`src/rtl/core/tdpc_pkg.sv`:
```
package tdpc_pkg;

	localparam int DATA_W = 8;
	localparam int IDX_W  = 3;
	localparam int SHAPE_W = 2;

	localparam logic [SHAPE_W-1:0] SHAPE_RESET = 2'd2;

	localparam logic [0:0] ACT_ENCODE = 1'b0;
	localparam logic [0:0] ACT_DECODE = 1'b1;

	// used column / row parity bits per shape code (C = 1 << code, R = 8 >> code)
	localparam logic [DATA_W-1:0] COL_MASK [4] = '{8'h01, 8'h03, 8'h0f, 8'hff};
	localparam logic [DATA_W-1:0] ROW_MASK [4] = '{8'hff, 8'h0f, 8'h03, 8'h01};

	typedef struct packed {
		logic bit_corrected;
		logic error_detected;
	} tdpc_flags_t;

endpackage

```
`src/rtl/core/two_dimensional_parity_codec_core.sv`:
```
// Two-dimensional parity encoder / single-bit corrector for one byte per beat.
// Pipeline: input register, then result register.
// Throughput: one beat per cycle while the output is not stalled; parity and correction fit between the two registers.
// Reset (arst_n low, asynchronous): pipeline emptied, shape register back to 4 columns x 2 rows.
module two_dimensional_parity_codec_core (
	input  logic        clk,
	input  logic        arst_n,
	input  logic        s_axis_tvalid,
	output logic        s_axis_tready,
	input  logic [23:0] s_axis_tdata,  // data_bits[7:0], column_parity_in[15:8], row_parity_in[23:16]
	input  logic        s_axis_tuser,  // action
	input  logic        s_axis_tlast,
	output logic        m_axis_tvalid,
	input  logic        m_axis_tready,
	output logic [23:0] m_axis_tdata,  // data_out[7:0], column_parity_out[15:8], row_parity_out[23:16]
	output logic [1:0]  m_axis_tuser,  // error_detected[0], bit_corrected[1]
	output logic        m_axis_tlast,
	input  logic        cfg_valid,
	output logic        cfg_ready,
	input  logic [1:0]  cfg_data       // column_count_log2
);
	import tdpc_pkg::*;

	logic [SHAPE_W-1:0] shape_q;

	logic              v_s1;
	logic              action_s1;
	logic [DATA_W-1:0] data_s1;
	logic [DATA_W-1:0] colp_s1;
	logic [DATA_W-1:0] rowp_s1;
	logic              last_s1;

	logic              v_s2;
	logic [23:0]       tdata_s2;
	tdpc_flags_t       flags_s2;
	logic              last_s2;

	logic              adv;
	logic              in_beat;
	logic [DATA_W-1:0] data_c;
	logic [DATA_W-1:0] colp_c;
	logic [DATA_W-1:0] rowp_c;
	tdpc_flags_t       flags_c;

	assign cfg_ready = 1'b1;

	always_ff @(posedge clk or negedge arst_n) begin
		if (!arst_n) begin
			shape_q <= SHAPE_RESET;
		end else if (cfg_valid && cfg_ready) begin
			shape_q <= cfg_data;
		end
	end

	// result register moves when empty or drained this cycle
	assign adv           = !v_s2 || m_axis_tready;
	assign s_axis_tready = !v_s1 || adv;
	assign in_beat       = s_axis_tvalid && s_axis_tready;

	always_ff @(posedge clk or negedge arst_n) begin
		if (!arst_n) begin
			v_s1 <= 1'b0;
		end else if (s_axis_tready) begin
			v_s1 <= s_axis_tvalid;
		end
	end

	always_ff @(posedge clk) begin
		if (in_beat) begin
			action_s1 <= s_axis_tuser;
			data_s1   <= s_axis_tdata[7:0];
			colp_s1   <= s_axis_tdata[15:8];
			rowp_s1   <= s_axis_tdata[23:16];
			last_s1   <= s_axis_tlast;
		end
	end

	tdpc_calc u_calc (
		.shape             (shape_q),
		.action            (action_s1),
		.data_bits         (data_s1),
		.column_parity_in  (colp_s1),
		.row_parity_in     (rowp_s1),
		.data_out          (data_c),
		.column_parity_out (colp_c),
		.row_parity_out    (rowp_c),
		.flags             (flags_c)
	);

	always_ff @(posedge clk or negedge arst_n) begin
		if (!arst_n) begin
			v_s2 <= 1'b0;
		end else if (adv) begin
			v_s2 <= v_s1;
		end
	end

	always_ff @(posedge clk) begin
		if (adv && v_s1) begin
			tdata_s2 <= {rowp_c, colp_c, data_c};
			flags_s2 <= flags_c;
			last_s2  <= last_s1;
		end
	end

	assign m_axis_tvalid = v_s2;
	assign m_axis_tdata  = tdata_s2;
	assign m_axis_tuser  = {flags_s2.bit_corrected, flags_s2.error_detected};
	assign m_axis_tlast  = last_s2;

`ifndef SYNTHESIS
	a_corr_implies_det: assert property (@(posedge clk) disable iff (!arst_n)
		v_s2 |-> (!flags_s2.bit_corrected || flags_s2.error_detected))
		else $error("correction flagged without detection");

	a_stall_cause: assert property (@(posedge clk) disable iff (!arst_n)
		!s_axis_tready |-> (v_s1 && v_s2 && !m_axis_tready))
		else $error("input stalled while pipeline has room");

	a_s1_moves: assert property (@(posedge clk) disable iff (!arst_n)
		(v_s1 && adv) |=> v_s2)
		else $error("beat lost between input and result register");
`endif

endmodule

```
`src/rtl/core/tdpc_calc.sv`:
```
module tdpc_calc (
	input  logic [1:0]            shape,
	input  logic                  action,
	input  logic [7:0]            data_bits,
	input  logic [7:0]            column_parity_in,
	input  logic [7:0]            row_parity_in,
	output logic [7:0]            data_out,
	output logic [7:0]            column_parity_out,
	output logic [7:0]            row_parity_out,
	output tdpc_pkg::tdpc_flags_t flags
);
	import tdpc_pkg::*;

	logic [IDX_W-1:0]  col_sel_mask;
	logic [DATA_W-1:0] cpar;
	logic [DATA_W-1:0] rpar;
	logic [DATA_W-1:0] cdiff;
	logic [DATA_W-1:0] rdiff;
	logic [IDX_W-1:0]  err_col;
	logic [IDX_W-1:0]  err_row;
	logic [IDX_W-1:0]  err_pos;
	logic              both_bad;

	assign col_sel_mask = IDX_W'((4'd1 << shape) - 4'd1);

	// bit p: column = p & (C-1), row = p >> log2(C)
	always_comb begin
		cpar = '0;
		rpar = '0;
		for (int p = 0; p < DATA_W; p++) begin
			cpar[IDX_W'(p) & col_sel_mask] = cpar[IDX_W'(p) & col_sel_mask] ^ data_bits[p];
			rpar[IDX_W'(p) >> shape]       = rpar[IDX_W'(p) >> shape] ^ data_bits[p];
		end
	end

	assign cdiff = (cpar ^ column_parity_in) & COL_MASK[shape];
	assign rdiff = (rpar ^ row_parity_in) & ROW_MASK[shape];

	// lowest mismatching column and row
	always_comb begin
		err_col = '0;
		err_row = '0;
		for (int i = DATA_W - 1; i >= 0; i--) begin
			if (cdiff[i]) begin
				err_col = IDX_W'(i);
			end
			if (rdiff[i]) begin
				err_row = IDX_W'(i);
			end
		end
	end

	// err_row * C stays below 8, so the shift fits the index width
	assign err_pos  = IDX_W'(err_row << shape) | err_col;
	assign both_bad = (action == ACT_DECODE) && (cdiff != '0) && (rdiff != '0);

	always_comb begin
		data_out = data_bits;
		if (both_bad) begin
			data_out[err_pos] = ~data_bits[err_pos];
		end
	end

	assign column_parity_out    = cpar;
	assign row_parity_out       = rpar;
	assign flags.error_detected = (action == ACT_DECODE) && ((cdiff != '0) || (rdiff != '0));
	assign flags.bit_corrected  = both_bad;

endmodule

```
`config.mk`:
```
export PLATFORM = sky130hd
export DESIGN_NAME = two_dimensional_parity_codec_core
export DESIGN_NICKNAME = d
export VERILOG_FILES = /design/src/rtl/core/tdpc_pkg.sv /design/src/rtl/core/two_dimensional_parity_codec_core.sv /design/src/rtl/core/tdpc_calc.sv
export SDC_FILE = /design/constraint.sdc
export NUM_CORES = 1
export LEC_CHECK = 0
export CORE_AREA = 5 5 97 99
export DETAILED_ROUTE_END_ITERATION = 10
export DIE_AREA = 0 0 102 104
export DONT_BUFFER_PORTS = 1
export PLACE_DENSITY = 0.74
export SETUP_SLACK_MARGIN = 0.5
export SLEW_MARGIN = 20
export SYNTH_ARGS = -nofsm -noshare
export SYNTH_HDL_FRONTEND = slang
export SYNTH_SLANG_ARGS = --single-unit
export TNS_END_PERCENT = 100
```
`constraint.sdc`:
```
create_clock -name clk -period 8.67 [get_ports clk]
set_input_delay 1.734 -clock clk [delete_from_list [all_inputs] [get_ports clk]]
set_output_delay 1.734 -clock clk [all_outputs]
set_load 0.02 [all_outputs]
```
==> flow_summary.ini, run 1 <==
[yosys]
yosys.area_share.adder = 0.02312
synth-edff-count = 53
synthArstFlopShare = 0.07018
ys_types = 83
yosysSeqAreaShare = 0.3476
avgSynthCellArea_um2 = 8.727
synth_mux_area_frac = 0.03649
synthCells = 558
yosysWarnings = 0
synth-simple-area-share = 0.2443
synth_top_area_cell = edfxtp_1
synth_top_family_by_area = simple AND/OR/NAND/NOR gates
synth_common_cells = nand2_1, edfxtp_1, nor2_1, a21oi_1, clkbuf_1
synth_seq_cells = 57
syn-num-nets = 600
yosysMostFrequentCell = nand2_1
ys.flop_type = edfxtp_1
ys_top_cells_by_area = edfxtp_1, nand2_1, xnor2_1
netlist_area_mm2 = 0.004870
synth_compound_gate_area_share = 0.2289
synth_top_area_frac = 0.3268
synth_xor_area_frac = 0.06860

[timing]
maxSlewHeadroom = 0.4302
fmax_ghz = 0.1377
tns_ns = 0
fin_ws_ns = 1.409
finalClockSkew_ns = 0.01101
layout_min_cycle_time_ns = 7.261
slew_viol_final = 0
tightest_slew_ns = 0.8547
hold_viol_final = 0
fin_crit_sh = 0.8375
rsz0062_at_grt = no
setup_viol = 0

[global_route]
overflow = 0
grt_util_all_layers = 0.2523
top_usage_layer = met2
grt_pass1_vias = 4189
grt_antenna_before_repair = 0
grtUsageMet2 = 0.3904
grt_start_max_net_pins = 54
grt_pass1_wl_um = 21340
gr-usage-met1 = 0.3377
met3_usage = 0.05634

[cts]
cts_sinks = 57
clk_path_buf_depth = 2
htreeDepth = 3
root_buffer = clkbuf_8
cts_setup_buffers = 0
path_clk_slew_ns = 0.07
hold_buffers = 0
cts_tree = done
cts_made_buffers = 9
clk_latency_ns = 0.35
cts.repair.resized = 0

[run]
cap_violations = 0

[placed_design]
dp_slack_ns = 1.531
dp.final_hpwl_um = 9576
gp_congestion = 0.9678
portBuffers = 0

[floorplanning]
ios = 63
fp.dieH_um = 104
initial_core_util = 0.5752
die_area_mm2 = 0.01061
core_mm2 = 0.008466
die_w_um = 102
rows = 34

[run_status]
status = completed

[setup_path]
critPathRequiredTime_ns = 8.75
crit_type = reg2reg
crit_arrival_ns = 7.34
critPathLaunchType = register
critPathMaxFanout = 16
worst_r2r_endpoint = m_axis_tdata[6]
worstReg2RegStart = shape_q[1]
reg2reg_slack_ns = 1.41
end_kind = register
worst_r2r_path_depth = 22

[min_path]
min_path_type = reg2reg
whs_path_depth = 0
hold_end = m_axis_tlast
holdCritStartpoint = last_s1

[finish]
multi_input_area_mm2 = 0.002934
nFillCells = 722
regArea_mm2 = 0.001693
drive_gt1_frac = 0.08889
area_growth_pct = 5.062
layout.nets = 577
antenna-diode-count = 0

[detailed_routing]
antenna_left = 0
first_pass_iters = 5
wl_per_cell_um = 20.74
vias = 4493
drt_iter0_drc = 472
routed_wl_um = 13440
via_per_inst = 6.934
drc = 0

[power_and_ir_drop]
p_per_area_mw_per_mm2 = 211.0
leakagePower_nw = 1.848
ir_worst_vdd_mv = 0.1163
[kinds of logic (layout without fill, tap and decap cells)]
| kind of cell | after synthesis | count (layout) |
|---|---|---|
| adders and majority gates | 9 | 9 |
| xor gates and xnor gates | 35 | 35 |
| and+or+nand+nor | 227 | 227 |
| DFF | 57 | 57 |
| muxes | 17 | 17 |
| other | 1 | 1 |
| buffers and inverters | 59 | 41 |
| AOI/OAI and AO/OA | 153 | 153 |
[stage by stage]
| step | instances | power [mW] | utilization | area, µm² | hold WS [ns] |
|---|---|---|---|---|---|
| final | 648 | 1.079 | 0.6043 | 5116 | 0.4286 |
| after CTS | 648 | 1.077 | 0.6042 | 5115 | 0.4322 |
| after global routing | 648 | 1.133 | 0.6043 | 5116 | 0.4402 |
| after floorplan | 558 | 0.6866 | - | 4870 | 0.4003 |
| after global placement | 632 | 0.7642 | 0.5766 | 4881 | 0.4045 |
| after detailed placement | 632 | 0.7723 | 0.5766 | 4881 | 0.4220 |
[worst max-delay path: stages, from the launching register on]
cell and delay, ns:
dfstp_2 0.53, inv_1 0.20, ha_1 0.49, inv_2 0.31, ha_1 0.37, nand2_2 0.15, or4b_1 0.56, nand3_1 0.16
mux2i_1 0.30, nor4_4 0.09, a221oi_1 0.52, o21ai_1 0.18, a31oi_1 0.30, a22oi_4 0.14, or4_1 0.52, a32o_1 0.38
mux2_4 0.35, or2_4 0.27, o21ai_4 0.20, nor2b_1 0.09, o31ai_1 0.50, nand3_1 0.18, xnor2_1 0.17
[cell type report]
class | count | share of cell area
multi-input cells | 442 | 0.5735
flip-flops and latches | 57 | 0.3309
well taps | 108 | 0.02641
clock buffers | 10 | 0.02494
clock inverters | 6 | 0.02079
inverters | 18 | 0.01321
repair buffers | 7 | 0.01027
[layer usage]
layer	share of wire	wire length (µm)
met5	0	0
met3	0.093	1254
met1	0.40	5413
met2	0.47	6356
met4	0.031	414
[registers in the layout, indices dropped and copies added, names as in the netlist]
register,count
m_axis_tdata,24
colp_s1,8
data_s1,8
rowp_s1,8
m_axis_tuser,2
shape_q,2
action_s1,1
last_s1,1
m_axis_tlast,1
m_axis_tvalid,1
v_s1,1
[placed cells by master, fill, tap and decap left out, drive strengths merged, types with 7 or more instances in the layout]
cell	n
nor3	22
o21ai	29
mux2i	14
nor2	40
xor2	13
nor2b	11
nand2b	10
a31oi	11
o31ai	9
inv	15
o211ai	9
buf	7
ha	9
edfxtp	53
nor4	14
clkbuf	10
xnor2	20
nand3	23
nand2	57
o21a	8
and2	8
a21oi	28
[how the worst max path moves through the flow]
stage | start | endpoint | slack [ns] | cells past startpoint
6_report | shape_q[1] | m_axis_tdata[6] | 1.41 | 22
5_1_grt | shape_q[1] | m_axis_tdata[4] | 0.96 | 22
4_1_cts | shape_q[1] | m_axis_tdata[4] | 1.53 | 22
3_5_place_dp | shape_q[1] | m_axis_tdata[4] | 1.53 | 22
3_3_place_gp | shape_q[1] | m_axis_tdata[2] | 1.76 | 22
2_1_floorplan | shape_q[1] | m_axis_tdata[4] | 1.51 | 29
[power by group]
| part | leakage, nW | internal, mW | total, mW | switching, mW |
|---|---|---|---|---|
| Sequential | 0.557 | 0.339 | 0.386 | 0.0470 |
| Clock | 0.114 | 0.190 | 0.302 | 0.113 |
| Combinational | 1.18 | 0.144 | 0.391 | 0.248 |
No activity file was read; power rests on OpenSTA's default activity.
==> inputs of run 2 (changes only) <==
- clock period: 8.67 -> 7 ns (I/O delays scaled with it)
==> flow_summary.ini, run 2 (same netlist as run 1, synthesis figures left out) <==
[global_route]
grt_start_max_net_pins = 55
grt_util_all_layers = 0.2745
grt_pass1_wl_um = 23050
overflow = 0
grt_pass1_vias = 4352
grt_antenna_before_repair = 0

[timing]
fin_crit_sh = 0.8991
rsz0062_at_grt = yes
hold_viol_final = 0
fmax_ghz = 0.1589
layout_min_cycle_time_ns = 6.293
tns_ns = 0
slew_viol_final = 0
tightest_slew_ns = 0.9151
finalClockSkew_ns = 0.02108
maxSlewHeadroom = 0.3899
setup_viol = 0

[detailed_routing]
met1_length_um = 5897
wl_per_cell_um = 21.94
drc = 0
routed_wl_um = 14440
vias = 4559
wl_met3_um = 1221
routed.top_layer = met4
wl_met2_um = 6832
via_per_inst = 6.929
antenna_left = 0
drt_iter0_drc = 477
first_pass_iters = 6

[setup_path]
crit_path_frequent_cell = xor2_1
end_kind = register
critPathRequiredTime_ns = 7.09
critPathLaunchType = register
critPathSlowestCell = xor2_1
reg2reg_slack_ns = 0.71
crit_chain = clkinvlp_4 > ha_1 > inv_1 > ha_4 > mux2i_1 > a211oi_2 > o311ai_2 > xor2_1 > o32ai_1 > o21a_1 > o21ai_1 > a31o_2 > a22oi_4 > or4_1 > a32o_2 > mux2_4 > or2_4 > o21ai_4 > a2bb2oi_1 > o21ai_2 > buf_4 > nor4_1 > xor2_1
crit_type = reg2reg
crit_arrival_ns = 6.39
critPathMaxFanout = 8
cpPeakStageDelay_ns = 0.56
worst_r2r_endpoint = m_axis_tdata[0]
worst_r2r_path_depth = 23
worstReg2RegStart = shape_q[0]

[power_and_ir_drop]
p_per_area_mw_per_mm2 = 251.3
leakagePower_nw = 1.878
ir_worst_vdd_mv = 0.1367

[cts]
cts_tree = done
cts_sinks = 57
hold_buffers = 0
clk_path_buf_depth = 2
clk_latency_ns = 0.36
htreeDepth = 3
cts_made_buffers = 9
root_buffer = clkbuf_8
path_clk_slew_ns = 0.09

[floorplanning]
fp.dieH_um = 104
die_w_um = 102
die_area_mm2 = 0.01061
core_mm2 = 0.008466
rows = 34
ios = 63
initial_core_util = 0.5752

[min_path]
hold_end = m_axis_tlast
whs_path_depth = 0
min_path_type = reg2reg
holdCritStartpoint = last_s1

[finish]
drive_gt1_frac = 0.1400
antenna-diode-count = 0
layout_commonest_cell = nand2_1
final_cell_mix = nand2_1, edfxtp_1, nor2_1
layout.nets = 587
area_growth_pct = 8.222
final_area_mm2 = 0.005270
largest_reg_flops = 24

[run]
cap_violations = 0

[run_status]
status = completed

[placed_design]
placed_area_mm2 = 0.004986
gp_congestion = 0.9650
dp.final_hpwl_um = 10340
portBuffers = 0
-- run 2: layer usage --
layer,global-route usage,vias up
li1,-,2076
met1,0.3753,2146
met2,0.4336,278
met3,0.04494,59
met4,0.1022,0
met5,0,-
-- run 2: timing repair --
| action | 4_1_cts | 5_1_grt |
|---|---|---|
| pin swaps | 1 | 1 |
| setup endpoints to repair | 5 | 9 |
| setup buffers | 1 | 2 |
| resized for setup | 2 | 18 |
-- run 2: through the flow --
step | utilization | total power [mW] | setup WS [ns] | cells | hold WS [ns]
final | 0.6225 | 1.325 | 0.7066 | 658 | 0.4296
after detailed placement | 0.5890 | 0.9769 | 0.4833 | 639 | 0.4173
after global routing | 0.6225 | 1.393 | 0.4013 | 658 | 0.4552
after CTS | 0.6135 | 1.299 | 0.5248 | 656 | 0.4349
after global placement | 0.5890 | 0.9681 | 0.6454 | 639 | 0.4089
after floorplan | - | 0.8603 | 0.5012 | 558 | 0.4003
-- run 2: area by class of cell --
class	count	area, µm²
fill	724	3196
timing repair buffer	17	140.1
tap	108	135.1
clock inverter	7	70.07
inverter	18	71.32
clock buffer	9	123.9
multi-input combinational	442	3035
sequential	57	1694
-- run 2: how the worst max path moves through the flow --
stage,from,endpoint,slack [ns],cells past startpoint
final,shape_q[0],m_axis_tdata[0],0.71,23
after global routing,shape_q[1],m_axis_tdata[0],0.40,23
after CTS,shape_q[0],m_axis_tdata[1],0.52,23
after detailed placement,shape_q[0],m_axis_tdata[1],0.48,22
after global placement,shape_q[0],m_axis_tdata[1],0.65,22
after floorplan,shape_q[1],m_axis_tdata[4],0.50,29
-- run 2: critical path: cells and delay by family (launching register included) --
kind                       cells  cell delay [ns]
AOI/OAI and AO/OA             11             2.45
xor gates and xnor gates       2             0.69
adders and majority gates      2             0.44
buffers and inverters          3             0.43
DFF                            1             0.49
muxes                          2             0.42
and+or+nand+nor                3             1.12
-- run 2: where the power goes --
| group | internal, mW | total [mW] | switching (mW) |
|---|---|---|---|
| Combinational | 0.200 | 0.531 | 0.331 |
| Sequential | 0.420 | 0.478 | 0.0586 |
| Clock | 0.164 | 0.315 | 0.151 |
| Total | 0.784 | 1.32 | 0.541 |
